### config.mk
export PLATFORM = sky130hd
export DESIGN_NAME = c_escape_sequence_decoder
export DESIGN_NICKNAME = d
export VERILOG_FILES = /design/src/hw/rtl/cesd_pkg.sv /design/src/hw/rtl/cesd_decode.sv /design/src/hw/rtl/cesd_out_queue.sv /design/src/hw/rtl/c_escape_sequence_decoder.sv
export SDC_FILE = /design/constraint.sdc
export NUM_CORES = 1
export LEC_CHECK = 0
export BUFFER_PORTS_ARGS = -buffer_cell sky130_fd_sc_hd__buf_2
export CAP_MARGIN = 30
export CORE_ASPECT_RATIO = 0.7
export CORE_MARGIN = 8
export CORE_UTILIZATION = 30
export CTS_CLUSTER_DIAMETER = 40
export CTS_CLUSTER_SIZE = 12
export DETAILED_ROUTE_END_ITERATION = 12
export PLACE_DENSITY_LB_ADDON = 0.2
export SKIP_LAST_GASP = 1
export SYNTH_ARGS = -nofsm -noshare
export SYNTH_HDL_FRONTEND = slang
export SYNTH_SLANG_ARGS = --single-unit
### constraint.sdc
create_clock -name clk_i -period 10.9 [get_ports clk_i]
set_input_delay 1.09 -clock clk_i [delete_from_list [all_inputs] [get_ports clk_i]]
set_output_delay 1.09 -clock clk_i [all_outputs]
set_load 0.05 [all_outputs]
### src/hw/rtl/cesd_pkg.sv
// ----------------------------------------------------------------------------
// cesd_pkg: shared types and constants of the C escape sequence decoder
// Decoder phases, result status codes, result record and character codes.
// ----------------------------------------------------------------------------
`default_nettype none

package cesd_pkg;

  // Decoder phase, one-hot
  typedef enum logic [6:0] {
    PH_PLAIN = 7'b000_0001,
    PH_ESC   = 7'b000_0010,
    PH_HEX1  = 7'b000_0100,
    PH_HEX2  = 7'b000_1000,
    PH_OCT2  = 7'b001_0000,
    PH_OCT3  = 7'b010_0000,
    PH_DROP  = 7'b100_0000
  } phase_e;

  // Result status
  typedef enum logic [1:0] {
    ST_OK        = 2'd0,
    ST_BAD_DIGIT = 2'd1,
    ST_EARLY_END = 2'd2
  } status_e;

  // Result queue sizing: an item may add two results while one waits
  localparam int unsigned QDepth = 3;
  localparam int unsigned QCntW  = $clog2(QDepth + 1);

  // Digits gathered so far (two octal digits at most)
  localparam int unsigned PartW = 6;

  // Character codes
  localparam logic [7:0] CH_SQUOTE = 8'h27;
  localparam logic [7:0] CH_DQUOTE = 8'h22;
  localparam logic [7:0] CH_QMARK  = 8'h3F;
  localparam logic [7:0] CH_BSLASH = 8'h5C;
  localparam logic [7:0] CH_LA     = 8'h61;
  localparam logic [7:0] CH_LB     = 8'h62;
  localparam logic [7:0] CH_LF     = 8'h66;
  localparam logic [7:0] CH_LN     = 8'h6E;
  localparam logic [7:0] CH_LR     = 8'h72;
  localparam logic [7:0] CH_LT     = 8'h74;
  localparam logic [7:0] CH_LV     = 8'h76;
  localparam logic [7:0] CH_LX     = 8'h78;

  // Control codes
  localparam logic [7:0] CC_BEL = 8'h07;
  localparam logic [7:0] CC_BS  = 8'h08;
  localparam logic [7:0] CC_HT  = 8'h09;
  localparam logic [7:0] CC_LF  = 8'h0A;
  localparam logic [7:0] CC_VT  = 8'h0B;
  localparam logic [7:0] CC_FF  = 8'h0C;
  localparam logic [7:0] CC_CR  = 8'h0D;

  // One result item
  typedef struct packed {
    logic [7:0] data;
    status_e    status;
    logic       run_last;
    logic       string_done;
  } result_t;

  // Results produced by one item, handed to the result queue
  typedef struct packed {
    logic [1:0] count;
    result_t    first;
    result_t    second;
  } push_t;

  // Hex digit: {valid, value}
  function automatic logic [4:0] hex_digit(logic [7:0] b);
    logic [4:0] r;
    r = 5'b0;
    if (b >= 8'h30 && b <= 8'h39) begin
      r = {1'b1, b[3:0]};
    end else if ((b >= 8'h61 && b <= 8'h66) || (b >= 8'h41 && b <= 8'h46)) begin
      r = {1'b1, b[3:0] + 4'd9};
    end
    return r;
  endfunction

  // Octal digit: {valid, value}
  function automatic logic [3:0] oct_digit(logic [7:0] b);
    logic [3:0] r;
    r = 4'b0;
    if (b >= 8'h30 && b <= 8'h37) begin
      r = {1'b1, b[2:0]};
    end
    return r;
  endfunction

endpackage

`default_nettype wire

### src/hw/rtl/cesd_decode.sv
// ----------------------------------------------------------------------------
// cesd_decode: escape decoding step
// Holds the phase and gathered digits; decodes the registered byte into up
// to two results and updates the state when the item is consumed.
// ----------------------------------------------------------------------------
`default_nettype none

module cesd_decode (
  input  logic           clk_i,
  input  logic           rst_ni,
  input  logic           fire_i,
  input  logic [7:0]     byte_i,
  input  logic           last_i,
  output cesd_pkg::push_t push_o
);
  import cesd_pkg::*;

  typedef struct packed {
    phase_e           phase;
    logic [PartW-1:0] part;
    push_t            push;
  } step_t;

  phase_e           phase_q;
  logic [PartW-1:0] part_q;
  step_t            st;
  logic [4:0]       hex;
  logic [3:0]       oct;

  // Single result, back to plain text
  function automatic step_t f_emit(logic [7:0] v, logic last);
    step_t s;
    s.phase        = PH_PLAIN;
    s.part         = '0;
    s.push.count   = 2'd1;
    s.push.first   = '{data: v, status: ST_OK, run_last: 1'b1, string_done: last};
    s.push.second  = s.push.first;
    return s;
  endfunction

  // Error result; drop rest of string unless it ends here
  function automatic step_t f_fail(status_e code, logic last);
    step_t s;
    s.phase        = last ? PH_PLAIN : PH_DROP;
    s.part         = '0;
    s.push.count   = 2'd1;
    s.push.first   = '{data: 8'h00, status: code, run_last: 1'b1, string_done: 1'b1};
    s.push.second  = s.push.first;
    return s;
  endfunction

  // Wait for more digits, or fail if the string ends here
  function automatic step_t f_await(phase_e nxt, logic [PartW-1:0] v, logic last);
    step_t s;
    if (last) begin
      s = f_fail(ST_EARLY_END, 1'b1);
    end else begin
      s.phase       = nxt;
      s.part        = v;
      s.push        = '0;
    end
    return s;
  endfunction

  // Next state and results for the current byte
  always_comb begin
    hex = hex_digit(byte_i);
    oct = oct_digit(byte_i);
    st.phase = phase_q;
    st.part  = part_q;
    st.push  = '0;
    unique case (phase_q)
      PH_ESC: begin
        unique case (byte_i) inside
          CH_SQUOTE, CH_DQUOTE, CH_QMARK, CH_BSLASH: st = f_emit(byte_i, last_i);
          CH_LA: st = f_emit(CC_BEL, last_i);
          CH_LB: st = f_emit(CC_BS, last_i);
          CH_LF: st = f_emit(CC_FF, last_i);
          CH_LN: st = f_emit(CC_LF, last_i);
          CH_LR: st = f_emit(CC_CR, last_i);
          CH_LT: st = f_emit(CC_HT, last_i);
          CH_LV: st = f_emit(CC_VT, last_i);
          CH_LX: st = f_await(PH_HEX1, '0, last_i);
          default: begin
            if (oct[3]) begin
              st = f_await(PH_OCT2, PartW'(oct[2:0]), last_i);
            end else begin
              // unknown escape: backslash, then the byte itself
              st.phase       = PH_PLAIN;
              st.part        = '0;
              st.push.count  = 2'd2;
              st.push.first  = '{data: CH_BSLASH, status: ST_OK, run_last: 1'b0,
                                 string_done: 1'b0};
              st.push.second = '{data: byte_i, status: ST_OK, run_last: 1'b1,
                                 string_done: last_i};
            end
          end
        endcase
      end
      PH_HEX1: begin
        if (!hex[4]) st = f_fail(ST_BAD_DIGIT, last_i);
        else         st = f_await(PH_HEX2, PartW'(hex[3:0]), last_i);
      end
      PH_HEX2: begin
        if (!hex[4]) st = f_fail(ST_BAD_DIGIT, last_i);
        else         st = f_emit({part_q[3:0], hex[3:0]}, last_i);
      end
      PH_OCT2: begin
        if (!oct[3]) st = f_fail(ST_BAD_DIGIT, last_i);
        else         st = f_await(PH_OCT3, {part_q[2:0], oct[2:0]}, last_i);
      end
      PH_OCT3: begin
        // three octal digits wrap to 8 bits
        if (!oct[3]) st = f_fail(ST_BAD_DIGIT, last_i);
        else         st = f_emit({part_q[4:0], oct[2:0]}, last_i);
      end
      PH_DROP: begin
        if (last_i) begin
          st.phase = PH_PLAIN;
          st.part  = '0;
        end
      end
      default: begin
        // plain text, also any unused phase code
        if (byte_i == CH_BSLASH) begin
          if (last_i) begin
            st = f_emit(CH_BSLASH, 1'b1);
          end else begin
            st.phase = PH_ESC;
            st.part  = '0;
          end
        end else begin
          st = f_emit(byte_i, last_i);
        end
      end
    endcase
  end

  assign push_o = st.push;

  // State registers
  always_ff @(posedge clk_i or negedge rst_ni) begin
    if (!rst_ni) begin
      phase_q <= PH_PLAIN;
      part_q  <= '0;
    end else if (fire_i) begin
      phase_q <= st.phase;
      part_q  <= st.part;
    end
  end

endmodule

`default_nettype wire

### src/hw/rtl/cesd_out_queue.sv
// ----------------------------------------------------------------------------
// cesd_out_queue: result queue
// Shift queue of result records; takes up to two per cycle, presents the
// head as the output register.
// ----------------------------------------------------------------------------
`default_nettype none

module cesd_out_queue (
  input  logic                           clk_i,
  input  logic                           rst_ni,
  input  cesd_pkg::push_t                push_i,
  input  logic                           pop_i,
  output cesd_pkg::result_t              head_o,
  output logic [cesd_pkg::QCntW-1:0]     count_o
);
  import cesd_pkg::*;

  result_t          e_q [QDepth];
  result_t          e_d [QDepth];
  logic [QCntW-1:0] count_q;
  logic [QCntW-1:0] count_d;
  logic [QCntW-1:0] cnt_pop;
  logic [QCntW-1:0] cnt_pop1;

  // Shift on pop, then write new results behind the remaining ones
  always_comb begin
    cnt_pop  = count_q - QCntW'(pop_i);
    cnt_pop1 = cnt_pop + QCntW'(1);
    for (int i = 0; i < QDepth; i++) begin
      if (pop_i && (i < QDepth - 1)) e_d[i] = e_q[(i + 1) % QDepth];
      else                           e_d[i] = e_q[i];
      if (push_i.count != 2'd0 && cnt_pop == QCntW'(i)) e_d[i] = push_i.first;
      if (push_i.count == 2'd2 && cnt_pop1 == QCntW'(i)) e_d[i] = push_i.second;
    end
    count_d = cnt_pop + QCntW'(push_i.count);
  end

  // Fill count
  always_ff @(posedge clk_i or negedge rst_ni) begin
    if (!rst_ni) begin
      count_q <= '0;
    end else begin
      count_q <= count_d;
    end
  end

  // Entries
  always_ff @(posedge clk_i) begin
    e_q <= e_d;
  end

  assign head_o  = e_q[0];
  assign count_o = count_q;

endmodule

`default_nettype wire

### src/hw/rtl/c_escape_sequence_decoder.sv
// ----------------------------------------------------------------------------
// c_escape_sequence_decoder: C string escape decoder
// Decodes an escaped string, one raw byte per transaction, into bytes.
// ----------------------------------------------------------------------------
//  channel | signals                                  | carries
//  --------+------------------------------------------+------------------------
//  in      | in_valid_i in_ready_o in_byte_i in_last_i | raw string bytes
//  out     | out_valid_o out_ready_i out_byte_o        | decoded bytes, status,
//          | status_o run_last_o string_done_o        | end markers
//
//  One byte per cycle while the queue has room; input register, then queue.
//  An unknown escape gives two results, but its opening backslash gives none,
//  so the three-entry result queue absorbs the pair and intake does not pause
//  while the output keeps pace.
//  Intake stops when the queue cannot take the next byte's results.
//  Reset returns the decoder to plain text with an empty queue.
// ----------------------------------------------------------------------------
`default_nettype none

module c_escape_sequence_decoder (
  input  logic       clk_i,
  input  logic       rst_ni,
  input  logic       in_valid_i,
  output logic       in_ready_o,
  input  logic [7:0] in_byte_i,
  input  logic       in_last_i,
  output logic       out_valid_o,
  input  logic       out_ready_i,
  output logic [7:0] out_byte_o,
  output logic [1:0] status_o,
  output logic       run_last_o,
  output logic       string_done_o
);
  import cesd_pkg::*;

  logic             in_valid_q;
  logic [7:0]       byte_q;
  logic             last_q;
  logic             fire;
  logic             pop;
  push_t            dec_push;
  push_t            q_push;
  result_t          head;
  logic [QCntW-1:0] q_count;

  // Consume the registered byte when the queue has room for its results
  assign fire = in_valid_q &&
                ((QCntW + 1)'(q_count) + (QCntW + 1)'(dec_push.count) <=
                 (QCntW + 1)'(QDepth));
  assign in_ready_o = !in_valid_q || fire;

  // Input register
  always_ff @(posedge clk_i or negedge rst_ni) begin
    if (!rst_ni) begin
      in_valid_q <= 1'b0;
    end else if (in_valid_i && in_ready_o) begin
      in_valid_q <= 1'b1;
    end else if (fire) begin
      in_valid_q <= 1'b0;
    end
  end

  always_ff @(posedge clk_i) begin
    if (in_valid_i && in_ready_o) begin
      byte_q <= in_byte_i;
      last_q <= in_last_i;
    end
  end

  cesd_decode u_decode (
    .clk_i  (clk_i),
    .rst_ni (rst_ni),
    .fire_i (fire),
    .byte_i (byte_q),
    .last_i (last_q),
    .push_o (dec_push)
  );

  // Only a consumed item pushes results
  always_comb begin
    q_push = dec_push;
    if (!fire) q_push.count = 2'd0;
  end

  assign pop = out_valid_o && out_ready_i;

  cesd_out_queue u_queue (
    .clk_i   (clk_i),
    .rst_ni  (rst_ni),
    .push_i  (q_push),
    .pop_i   (pop),
    .head_o  (head),
    .count_o (q_count)
  );

  assign out_valid_o   = (q_count != '0);
  assign out_byte_o    = head.data;
  assign status_o      = head.status;
  assign run_last_o    = head.run_last;
  assign string_done_o = head.string_done;

endmodule

`default_nettype wire

# Word-level counts from Yosys, hierarchy flattened
# Index checks and enable logic that the tools add are counted.
[totals] in_bits=13 output_inout_bits=14 word_cells=112 regBits=60 latchBits=0 mem_bits_ro=0 mem_bits_rw=0 n_memories=0
[classes] eq_ne=24 div=0 n_mux=31 bitwise=0 addsub=5 order_cmp=8 n_reduce_logical=26 mul=0 shift=0
[op_table] cell="$pmux W39 S9" n=1
[op_table] cell="$mux W39" n=6
[op_table] cell="$pmux W26 S6" n=1
[op_table] cell="$mux W12" n=8
[op_table] cell="$pmux W13 S6" n=1
[op_table] cell="$eq A8 B7 Y1 const B" n=9
[op_table] cell="$mux W38" n=1
[op_table] cell="$mux W37" n=1
[op_table] cell="$mux W36" n=1
[op_table] cell="$mux W35" n=1
[op_table] cell="$mux W25" n=1
[op_table] cell="$eq A8 B6 Y1 const B" n=3
[op_table] cell="$ge A8 B7 Y1 const B" n=2
[op_table] cell="$le A8 B6 Y1 const B" n=2
[op_table] cell="$le A8 B7 Y1 const B" n=2
[op_table] cell="$logic_and A1 B1 Y1" n=13
[op_table] cell="$mux W13" n=1
[op_table] cell="$mux W5" n=2
[op_table] cell="$ge A8 B6 Y1 const B" n=1
[op_table] cell="$mux W8" n=1
[op_table] cell="$reduce_bool A2 Y1" n=4
[op_table] cell="$eq A7 B2 Y1 const B" n=1
[op_table] cell="$eq A7 B3 Y1 const B" n=1
[op_table] cell="$eq A7 B4 Y1 const B" n=1
[op_table] cell="22 further kinds" n=29

# Logic depth before layout (Yosys ltp)
# Gate-level depths: netlist of run 1.
[logic_depth] word_depth=16 ltp_mapped=20 depth_no_buf=17

# Cells and area by module
# Synthesis of run 1 repeated with hierarchy kept, for this count alone.
[unflattened] cells_unflattened=458 hier_area_um2=4424.2
[by_module_without_submodules] mod="cesd_out_queue" area_per_inst_um2=2105.8 cells_per_inst=172 seq_area_each_um2=1131.1 n_inst=1
[by_module_without_submodules] mod="cesd_decode" area_per_inst_um2=1933.1 cells_per_inst=266 seq_area_each_um2=301.5 n_inst=1
[by_module_without_submodules] mod="c_escape_sequence_decoder" area_per_inst_um2=385.4 cells_per_inst=20 seq_area_each_um2=295.3 n_inst=1

# Worst setup path after synthesis of run 1
# No wires, ideal clock.
[synth_path] kind="register to register" start="reg byte_q[0]" end="reg u_queue.e_q[0] (netlist bit), enable pin" arrival_time_ps=4502 path_slack_ps=5982 synth_period_minus_slack_ps=4918 t_required_ps=10483 setup_ps=417 path_stages_with_launch=18 cell_sequence="edfxtp_1 > buf_2 > inv_1 > ha_1 > mux2_1 > nand4_1 > nor2b_1 > nand2_1 > a32oi_1 > a31oi_1 > ha_1 > inv_1 > fa_1 > and2_1 > and4_1 > buf_4 > nor2_1 > o41ai_1"
[synth_between] elab_chain_cells=14 elab_cells_between_ends=43 cone_classes="1 x add/sub; 8 x order compare; 13 x eq/ne; 10 x mux; 11 x reduce/logical"
[synth_rtl] item="from (decl)" line_no="c_escape_sequence_decoder.sv:37" source="logic [7:0] byte_q;"
[synth_rtl] item="from (signal assigned)" line_no="c_escape_sequence_decoder.sv:65" source="byte_q <= in_byte_i;"
[synth_rtl] item="branches (longest 6 deep; another with $ge A8 B6 Y1)"
[synth_rtl] item="$pmux W26 S6 *" line_no="cesd_decode.sv:72" source="unique case (phase_q)"
[synth_rtl] item="$add A2 B2 Y3" line_no="c_escape_sequence_decoder.sv:48" source="((QCntW + 1)'(q_count) + (QCntW + 1)'(dec_push.count) <="
[synth_rtl] item="$le A3 B2 Y1" line_no="c_escape_sequence_decoder.sv:48"
[synth_rtl] item="$logic_and A1 B1 Y1" line_no="c_escape_sequence_decoder.sv:47" source="assign fire = in_valid_q &&"
[synth_rtl] item="$mux W2 *" line_no="c_escape_sequence_decoder.sv:82" source="if (!fire) q_push.count = 2'd0;"
[synth_rtl] item="$eq A2 B2 Y1 or $reduce_bool A2 Y1 (tied branches)" line_no="cesd_out_queue.sv:33, cesd_out_queue.sv:32"
[synth_rtl] item="$logic_and A1 B1 Y1, on equally long branches" line_no="cesd_out_queue.sv:33, cesd_out_queue.sv:32"
[synth_rtl] item="$reduce_bool A2 Y1 (no source line) *"
[synth_rtl] item="to (signal assigned)" line_no="cesd_out_queue.sv:49" source="e_q <= e_d;"
[synth_rtl] item="to (decl)" line_no="cesd_out_queue.sv:18" source="result_t e_q [QDepth];"
# Every way passes the cells marked *.
# A chain may end at the register's enable or synchronous reset.

# Worst setup path in the final report of run 1
[layout_path] start="reg byte_q[0]" end="reg u_queue.e_q, in the netlist u_queue.head_o[5], enable pin"
[layout_between] elab_chain_cells=14 elab_cells_between_ends=43 cone_classes="1 x add/sub; 8 x order compare; 13 x eq/ne; 10 x mux; 11 x reduce/logical"
[layout_rtl] item="branches (longest 6 deep; another with $ge A8 B6 Y1)"
[layout_rtl] item="$pmux W26 S6 *" line_no="cesd_decode.sv:72"
[layout_rtl] item="$add A2 B2 Y3" line_no="c_escape_sequence_decoder.sv:48"
[layout_rtl] item="$le A3 B2 Y1" line_no="c_escape_sequence_decoder.sv:48"
[layout_rtl] item="$logic_and A1 B1 Y1" line_no="c_escape_sequence_decoder.sv:47"
[layout_rtl] item="$mux W2 *" line_no="c_escape_sequence_decoder.sv:82"
[layout_rtl] item="$eq A2 B2 Y1 or $reduce_bool A2 Y1 (tied branches)" line_no="cesd_out_queue.sv:33, cesd_out_queue.sv:32"
[layout_rtl] item="$logic_and A1 B1 Y1, on equally long branches" line_no="cesd_out_queue.sv:33, cesd_out_queue.sv:32"
[layout_rtl] item="$reduce_bool A3 Y1 (no source line) *"
# Marks and branches as above.

==> impl_metrics.json, run 1 <==
{
  "status": "finished, final reports clean",
  "cts_sinks": 60,
  "final_cell_mix": "45 x edfxtp_1, 40 x nand2_1, 33 x a21oi_1",
  "grt-ovfl-total": 0,
  "path_class": "flop to flop",
  "die_w_um": 155,
  "synthCells": 409,
  "finalHoldViolCount": 0,
  "synth_seq_area_share_pct": 42.7,
  "instances_no_fill": 608,
  "grt_max_degree": 24,
  "drive_gt1_share_pct": 18.0,
  "synth_ff_type": "edfxtp_1",
  "n_antenna_cell": 0,
  "antenna_found_initial": 0,
  "cellLeakagePower_uw": 0.00166,
  "worstSetupStartpoint": "byte_q[0]$_DFFE_PP_",
  "via_count": 3363,
  "coreArea_sq_mm": 0.0132,
  "ios": 27,
  "place_ws_ns": 5.20,
  "synth.avg_cell_area_sq_um": 9.90,
  "clock-root-buffer": "clkbuf_16",
  "place_inst": 592,
  "cts_tree": "yes",
  "grt_pass1_vias": 3321,
  "vdd_drop_max_v": 0.0000756,
  "synth_top_area_share_pct": 33.4,
  "portBuffers": 26,
  "nets": 440,
  "synth_edf_count": 45,
  "drv_slew": 0,
  "clkLatencyLatePin_ns": 0.33,
  "cp-start-kind": "flop",
  "cp_max_fo": 19,
  "grt_util_all_layers_pct": 13.8,
  "syn_nets": 431,
  "viasPerCell": 5.53,
  "pwr_density_cell_mw_per_mm2": 258,
  "synthArstFlopShare_pct": 25.0,
  "dpl_cell_area_sq_mm": 0.00426,
  "cts_hold_buffers": 0,
  "drc": 0,
  "crit_required_ns": 10.87,
  "setup_slack_ns": 5.13,
  "fp.dieArea_sq_mm": 0.0175,
  "ys_types": 84,
  "rsz0062_at_grt": "no",
  "grt_pass1_wl_um": 18600,
  "setup_violations": 0,
  "firstDrtPassIters": 5,
  "synth_area_leaders": "edfxtp_1 33%, dfrtp_1 8.7%, a21oi_1 4.1%, nand2_1 3.7%, ha_1 2.5%",
  "worst_pin_slew_ns": 0.997,
  "clk_path_buf_depth": 2,
  "fin_setup_tns_ns": 0,
  "slew_headroom_pct": 33.0,
  "min_period_ns": 5.77,
  "routed_wirelength_um": 11800,
  "cts_resized": 0,
  "drtIter0Drc": 370,
  "rows": 35,
  "maxCapViolCount": 0,
  "synth_warnings": 0,
  "synth_area_sq_mm": 0.00405,
  "layout_commonest_cell": "edfxtp_1",
  "hp-class": "flop to flop",
  "reg2reg_from": "byte_q[0]$_DFFE_PP_",
  "layout-area-overhead-vs-synth_pct": 13.3,
  "post_drt_wl_per_cell_um": 19.4,
  "initial_core_util_pct": 30.7,
  "cts_setup_buffers": 0,
  "ys_seq_elements": 60,
  "dp_hpwl_um": 8880,
  "hold_start": "u_decode.part_q[4]$_DFFE_PN0P_",
  "critPathArrivalTime_ns": 5.74,
  "cts_buffers": 9,
  "fin_skew_ns": 0.00272,
  "max_freq_mhz": 173,
  "endpoint_kind": "flop",
  "period_share_pct": 52.9,
  "stdcell_area_sq_mm": 0.00459,
  "clk_pin_slew_ns": 0.05,
  "htree_levels": 3,
  "synth_largest_area_cell": "edfxtp_1",
  "drtAntennaViolNets": 0,
  "gp_congestion": 0.922,
  "floorplan.die.height_um": 113
}
[per-layer routing]
metal	wire [um]	up-vias	global-route usage, %
li1	-	1569	-
met1	5810	1644	19.7
met2	4810	129	19.2
met3	908	21	4.38
met4	248	0	4.75
met5	0	-	0
[registers in the layout (all words and copies together), names as in the netlist]
| signal | count |
|---|---|
| in_valid_q | 1 |
| u_decode.part_q | 5 |
| last_q | 1 |
| u_queue.e_q | 24 |
| u_queue.head_o | 12 |
| u_queue.count_o | 2 |
| u_decode.phase_q | 7 |
| byte_q | 8 |
[final timing paths]
path | to | slack (ns) | depth (start not counted)
setup / recovery | u_queue.head_o[5]$_DFFE_PP_ | 5.13 | 17
hold / removal | u_decode.part_q[4]$_DFFE_PN0P_ | 0.50 | 2
setup reg to reg | u_queue.head_o[5]$_DFFE_PP_ | 5.13 | 17
hold reg to reg | u_decode.part_q[4]$_DFFE_PN0P_ | 0.50 | 2
max in group asynchronous | u_decode.phase_q[0]$_DFFE_PN1P_ | 9.93 | 1
min in group asynchronous | u_decode.phase_q[4]$_DFFE_PN0P_ | 0.67 | 1
[where the power goes]
part,internal (uW),total (uW),switching (uW)
clock,221,320,98.8
combinational,142,465,323
sequential,353,397,43.5
[stage by stage]
stage          utilization (%)  power, uW  hold slack, ns
2_1_floorplan                -        774           0.451
3_3_place_gp              32.3        863           0.475
3_5_place_dp              32.3        864           0.488
4_1_cts                   34.8       1190           0.499
5_1_grt                   34.8       1250           0.519
6_report                  34.8       1180           0.496
[cells in the mapped netlist, drive strengths merged (4+ instances only)]
library cell  count
nor2             24
and2              7
or2               5
a22oi             4
nor3             11
dfrtp            14
nor3b             4
ha                8
edfxtp           45
a21o              7
a21oi            35
o22ai             4
clkbuf            9
nand3            15
buf              21
inv              14
nand4             6
nand2            41
o22a              7
o31ai             6
o21ai            20
nand2b           10
nor2b             5
a31oi             8
mux2              7
a221o             4
a221oi            4
xnor2             4
o21a              4
[cell type report]
class / count / area (sq um)
sequential: 60 / 1730
clock buffer: 10 / 229
multi-input combinational: 304 / 2090
tap: 185 / 231
inverter: 15 / 56.3
timing repair buffer: 28 / 145
clock inverter: 6 / 103
fill: 1317 / 8590
[logic make-up after synthesis]
kind of cell | synth area share [%]
mux | 2.87
xor+xnor | 1.30
compound gates | 24.7
buf+inv | 5.87
simple gates | 19.6
flops | 42.7
fa+ha+maj | 2.97
[critical path, stage by stage, from the launching register on]
cell and delay (ns):
edfxtp_1 0.59, inv_1 0.17, ha_1 0.32, mux2_1 0.31, nand4_1 0.14, nor2b_1 0.32
nand2_1 0.21, a32oi_1 0.45, a31oi_1 0.22, ha_1 0.23, inv_1 0.06, fa_1 0.20
and2_1 0.22, and4_1 0.34, nor2_1 0.12, a311oi_4 0.86, a21oi_2 0.18, nand2_1 0.45
No activity file was read; power rests on OpenSTA's default activity.
==> run 2: changes to the inputs <==
--- a/config.mk
+++ b/config.mk
@@ -5,6 +5,7 @@
 export SDC_FILE = /design/constraint.sdc
 export NUM_CORES = 1
 export LEC_CHECK = 0
+export ABC_AREA = 1
 export BUFFER_PORTS_ARGS = -buffer_cell sky130_fd_sc_hd__buf_2
 export CAP_MARGIN = 30
 export CORE_ASPECT_RATIO = 0.7
==> constraint.sdc (replaced) <==
create_clock -name clk_i -period 5.2 [get_ports clk_i]
set_input_delay 0.52 -clock clk_i [delete_from_list [all_inputs] [get_ports clk_i]]
set_output_delay 0.52 -clock clk_i [all_outputs]
set_load 0.05 [all_outputs]
==> run 2 against run 1 <==
Net effect:
- sequential power up 120%
- worst setup slack worse by 4.5 ns
- die area up 1.9%
- total power up 140%
- sequential share of layout area down 1.0 points
- largest power group unchanged
- non-clock buffer count up 3
- critical endpoint is now u_queue.e_q[19]$_DFFE_PP_
- synthesized cell count up 37%
- clock skew up 0.015 ns
- cell area up 2.7%
- critical path depth up 1
- global-route usage up 0.31 points
- fmax up 27%
==> impl_metrics.json, run 2 <==
{
  "status": "finished, final reports clean",
  "drv_slew": 0,
  "htree_levels": 3,
  "grt_pass1_vias": 3650,
  "drtIter0Drc": 550,
  "min_period_ns": 4.55,
  "crit_required_ns": 5.10,
  "ys_seq_elements": 60,
  "synth.most_common_cell": "nand2_1",
  "clock-root-buffer": "clkbuf_16",
  "worst_r2r_path_depth": 18,
  "drc": 0,
  "synth_top_area_share_pct": 32.7,
  "cp-start-kind": "flop",
  "synth_largest_area_cell": "edfxtp_1",
  "floorplan.die.height_um": 114,
  "cellLeakagePower_uw": 0.00221,
  "worst_pin_slew_ns": 0.840,
  "max_freq_mhz": 220,
  "cts_resized": 0,
  "clkLatencyLatePin_ns": 0.34,
  "whs_ns": 0.105,
  "rows": 36,
  "grt_max_degree": 23,
  "setup_violations": 0,
  "cts_setup_buffers": 0,
  "cts_buffers": 9,
  "grt_util_all_layers_pct": 14.2,
  "synth.avg_cell_area_sq_um": 7.39,
  "drtAntennaViolNets": 0,
  "critPathArrivalTime_ns": 4.44,
  "maxCapViolCount": 0,
  "finalHoldViolCount": 0,
  "ios": 27,
  "final_cell_mix": "157 x nand2_1, 78 x inv_1, 72 x nand3_1",
  "cp_max_fo": 22,
  "synth_warnings": 0,
  "vdd_drop_max_v": 0.000178,
  "routed_wirelength_um": 11800,
  "cts_tree": "yes",
  "drive_gt1_share_pct": 13.1,
  "synthCells": 560,
  "portBuffers": 26,
  "nFillCells": 1480,
  "max_flop_register": "u_queue.e_q",
  "synth_area_sq_mm": 0.00414,
  "via_count": 3813,
  "endpoint_kind": "flop",
  "synth_seq_area_share_pct": 41.8,
  "fin_setup_tns_ns": 0,
  "regArea_sq_mm": 0.00173,
  "initial_core_util_pct": 30.2,
  "n_antenna_cell": 0,
  "dp_hpwl_um": 9340,
  "syn_nets": 582,
  "hp-class": "input pin to asynchronous set/reset pin",
  "synth_edf_count": 45,
  "synth_area_leaders": "edfxtp_1 33%, nand2_1 14%, nand3_1 8.7%, dfrtp_1 8.5%, inv_1 7.1%",
  "period_share_pct": 87.4,
  "fp.dieArea_sq_mm": 0.0179,
  "antenna_found_initial": 0,
  "rsz0062_at_grt": "no",
  "grt-ovfl-total": 0,
  "layout-area-overhead-vs-synth_pct": 13.9,
  "post_drt_wl_per_cell_um": 15.3,
  "fin_skew_ns": 0.0173,
  "ys_types": 39,
  "slew_headroom_pct": 43.8,
  "viasPerCell": 4.94,
  "gp_congestion": 0.978,
  "coreArea_sq_mm": 0.0137,
  "synth_ff_type": "edfxtp_1",
  "cts_hold_buffers": 0,
  "path_class": "flop to flop",
  "synthArstFlopShare_pct": 25.0,
  "largest_register_ffs": 24,
  "die_w_um": 156,
  "multi_input_area_sq_mm": 0.00193,
  "synthTopCellsByCount": "157 x nand2_1, 78 x inv_1, 72 x nand3_1, 52 x nor2_1, 45 x edfxtp_1",
  "layout_commonest_cell": "nand2_1",
  "clk_path_buf_depth": 2,
  "clk_pin_slew_ns": 0.05,
  "nets": 599,
  "utilization_pct": 34.4,
  "cts_sinks": 60,
  "firstDrtPassIters": 5,
  "grt_pass1_wl_um": 19700,
  "pwr_density_cell_mw_per_mm2": 599
}
run 2: cell count changes after synthesis, moves of 6 or more:
cell	change
o22a_1	-7
a31oi_1	-7
nor2_1	+30
a21oi_1	-19
o21ai_0	+6
nand3_1	+58
nand2b_1	-10
inv_1	+64
a21o_1	-7
nand2_1	+117
and2_1	-7
run 2: final timing paths:
| kind | slack, ns | from | end |
|---|---|---|---|
| min in group clk_i | 0.35 | in_byte_i[4] | byte_q[4]$_DFFE_PP_ |
| setup / recovery | 0.65 | byte_q[1]$_DFFE_PP_ | u_queue.e_q[19]$_DFFE_PP_ |
| setup reg to reg | 0.65 | byte_q[1]$_DFFE_PP_ | u_queue.e_q[19]$_DFFE_PP_ |
| hold reg to reg | 0.52 | u_decode.phase_q[0]$_DFFE_PN1P_ | u_decode.phase_q[0]$_DFFE_PN1P_ |
| max in group asynchronous | 4.79 | rst_ni | u_decode.phase_q[0]$_DFFE_PN1P_ |
| hold / removal | 0.11 | rst_ni | u_decode.part_q[4]$_DFFE_PN0P_ |
run 2: cell families (layout without fill, tap and decap cells):
| kind of cell | Yosys count | in the layout | share of synthesized area [%] |
|---|---|---|---|
| buf+inv | 108 | 130 | 11.6 |
| simple gates | 316 | 316 | 34.0 |
| flops | 60 | 60 | 41.8 |
| fa+ha+maj | 9 | 9 | 2.90 |
| compound gates | 64 | 64 | 9.01 |
| xor+xnor | 3 | 3 | 0.635 |
run 2: area by class of cell:
type | count | area share, %
multi-input combinational | 392 | 40.9
timing repair buffer | 31 | 3.56
clock inverter | 7 | 2.44
tap | 190 | 5.05
clock buffer | 9 | 4.78
inverter | 83 | 6.61
sequential | 60 | 36.7
run 2: metrics by stage:
stage,cell area (sq um),setup WS [ns],cells,total power (uW)
after floorplan,4140,1.59,560,1890
final,4710,0.653,772,2820
after CTS,4710,0.642,772,2840
after detailed placement,4370,0.650,756,2140
after global placement,4370,0.930,756,2140
after global routing,4710,0.0695,772,3030
run 2: power by group:
part / leakage, uW / internal [uW] / switching, uW / total (uW)
Clock: 0.000161 / 466 / 221 / 687
Combinational: 0.00142 / 317 / 958 / 1270
Sequential: 0.000628 / 786 / 75.9 / 862
Total: 0.00221 / 1570 / 1250 / 2820
run 2: per-layer routing:
metal | up-vias | share of wire [%] | wire length [um] | GRT usage, %
met2 | 156 | 39 | 4590 | 19.5
met5 | - | 0 | 0 | 0
met4 | 0 | 1.3 | 154 | 3.51
met1 | 1780 | 52 | 6170 | 21.2
li1 | 1860 | - | - | -
met3 | 17 | 7.7 | 911 | 3.70
run 2: critical path, stage by stage, from the launching register on:
cell      delay [ns]
edfxtp_1        0.51
inv_1           0.17
ha_1            0.27
nor2_1          0.13
nor2_1          0.05
o21ai_1         0.31
nand3_2         0.21
nand2_1         0.18
a21oi_1         0.10
a21boi_0        0.34
ha_1            0.22
inv_1           0.05
fa_1            0.38
nand2_1         0.17
inv_1           0.07
nand3_2         0.10
nand2_4         0.16
nand2_4         0.21
nand3_1         0.49
==> run 3: changes to the inputs <==
--- a/config.mk
+++ b/config.mk
@@ -10,7 +10,7 @@
 export CAP_MARGIN = 30
 export CORE_ASPECT_RATIO = 0.7
 export CORE_MARGIN = 8
-export CORE_UTILIZATION = 30
+export CORE_UTILIZATION = 66
 export CTS_CLUSTER_DIAMETER = 40
 export CTS_CLUSTER_SIZE = 12
 export DETAILED_ROUTE_END_ITERATION = 12
==> constraint.sdc (replaced) <==
create_clock -name clk_i -period 5.8 [get_ports clk_i]
set_input_delay 0.58 -clock clk_i [delete_from_list [all_inputs] [get_ports clk_i]]
set_output_delay 0.58 -clock clk_i [all_outputs]
set_load 0.05 [all_outputs]
==> run 3 against run 2 <==
Net effect:
- routed wire length is 5.4% lower
- clock power is 44% lower
- worst setup slack better by 0.37 ns
- total power decreased by 18%
- die area decreased by 49%
- utilization rose by 37 points
- worst hold slack gained 0.014 ns
- via count rose by 3.9%
- combinational power fell by 9%
- clock-buffer cell count up 2
- critical path depth rose by 3
- critical endpoint is now u_queue.head_o[7]$_DFFE_PP_
==> impl_metrics.json, run 3 (same netlist as run 2, synthesis figures left out) <==
{
  "status": "finished, final reports clean",
  "clkLatencyLatePin_ns": 0.35,
  "crit_top_cell": "inv_1",
  "hp-class": "input pin to asynchronous set/reset pin",
  "fin_setup_tns_ns": 0,
  "grt_pass1_wl_um": 18300,
  "vdd_drop_max_v": 0.000274,
  "cp_slowest_stage_delay_ns": 0.54,
  "cts_buffers": 9,
  "layout_commonest_cell": "nand2_1",
  "cp.depth": 21,
  "drive_gt1_share_pct": 12.4,
  "stdcell_area_sq_mm": 0.00440,
  "crit_buf_inv": 5,
  "rows": 24,
  "clock-root-buffer": "clkbuf_8",
  "n_antenna_cell": 0,
  "min_period_ns": 4.78,
  "nets": 596,
  "drv_slew": 0,
  "gp_congestion": 0.955,
  "grt_max_degree": 23,
  "cellLeakagePower_uw": 0.00213,
  "routed_wirelength_um": 11200,
  "cp_max_fo": 22,
  "slew_headroom_pct": 44.4,
  "cp-start-kind": "flop",
  "worst_r2r_path_depth": 21,
  "critPathArrivalTime_ns": 4.68,
  "cpLargestDelayFamily": "simple AND/OR/NAND/NOR gates",
  "crit_required_ns": 5.71,
  "setup_violations": 0,
  "period_share_pct": 82.3,
  "path_class": "flop to flop",
  "viasPerCell": 6.03,
  "antenna_found_initial": 0,
  "largest_register_ffs": 24,
  "cts_sinks": 60,
  "post_drt_wl_per_cell_um": 17.0,
  "finalHoldViolCount": 0,
  "cts_tree": "yes",
  "fp.dieArea_sq_mm": 0.00910,
  "layout-area-overhead-vs-synth_pct": 6.44,
  "max_flop_register": "u_queue.e_q",
  "portBuffers": 26,
  "grt_util_all_layers_pct": 25.4,
  "slowest_stage": "nand3_1",
  "ios": 27,
  "die_w_um": 111,
  "cts_hold_buffers": 0,
  "worst_pin_slew_ns": 0.831,
  "maxCapViolCount": 0,
  "final_cell_mix": "157 x nand2_1, 78 x inv_1, 72 x nand3_1",
  "utilization_pct": 71.5,
  "clk_pin_slew_ns": 0.07,
  "whs_ns": 0.119,
  "coreArea_sq_mm": 0.00616,
  "fin_skew_ns": 0.0122,
  "path_cells": "inv_1 > ha_1 > inv_1 > nor2_1 > nand3_1 > nand2_1 > inv_1 > nand2_1 > nand3_2 > nand2_1 > a21oi_1 > a21boi_0 > ha_1 > inv_1 > fa_1 > nand2_1 > inv_1 > nand3_2 > nand2_4 > nand2_2 > nand3_1",
  "max_freq_mhz": 209,
  "grt_pass1_vias": 3673,
  "dp_hpwl_um": 8440,
  "firstDrtPassIters": 6,
  "via_count": 3962,
  "initial_core_util_pct": 67.2,
  "endpoint_kind": "flop",
  "drc": 0,
  "cts_setup_buffers": 0,
  "grt-ovfl-total": 0,
  "rsz0062_at_grt": "no",
  "floorplan.die.height_um": 82.2,
  "drtIter0Drc": 456,
  "drtAntennaViolNets": 0,
  "htree_levels": 3,
  "dpl_cell_area_sq_mm": 0.00421,
  "cts_resized": 0,
  "clk_path_buf_depth": 2,
  "pwr_density_cell_mw_per_mm2": 524
}
-- run 3: metrics by stage --
| step | std cells | worst slack [ns] | total power [uW] |
|---|---|---|---|
| after floorplan | 560 | 2.19 | 1690 |
| after global placement | 640 | 1.35 | 1860 |
| after detailed placement | 641 | 1.14 | 1890 |
| after CTS | 657 | 1.10 | 2280 |
| after global routing | 657 | 0.631 | 2440 |
| final | 657 | 1.02 | 2310 |
-- run 3: layout make-up --
| type | count | area (sq um) |
|---|---|---|
| multi-input cells | 392 | 1930 |
| fillers | 497 | 1750 |
| flip-flops and latches | 60 | 1730 |
| inverters | 83 | 312 |
| repair buffers | 28 | 145 |
| clock buffers | 11 | 141 |
| well taps | 78 | 97.6 |
| clock inverters | 5 | 52.6 |
-- run 3: worst paths after layout --
check | from | endpoint | slack [ns]
worst max-delay path | byte_q[0]$_DFFE_PP_ | u_queue.head_o[7]$_DFFE_PP_ | 1.02
min in group clk_i | in_byte_i[2] | byte_q[2]$_DFFE_PP_ | 0.40
worst min register to register | u_decode.phase_q[0]$_DFFE_PN1P_ | u_decode.phase_q[0]$_DFFE_PN1P_ | 0.52
worst min-delay path | rst_ni | u_decode.part_q[0]$_DFFE_PN0P_ | 0.12
max in group asynchronous | rst_ni | u_decode.phase_q[0]$_DFFE_PN1P_ | 5.40
worst max register to register | byte_q[0]$_DFFE_PP_ | u_queue.head_o[7]$_DFFE_PP_ | 1.02
-- run 3: where the power goes --
| part | switching (uW) | internal (uW) |
|---|---|---|
| combinational | 873 | 280 |
| clock | 174 | 208 |
| sequential | 66.8 | 703 |
| total | 1110 | 1190 |
-- run 3: per-layer routing --
layer | track usage, % | wire, um
met2 | 38.6 | 4670
met3 | 7.65 | 1400
met1 | 34.2 | 4810
met4 | 8.46 | 294
met5 | 0 | 0
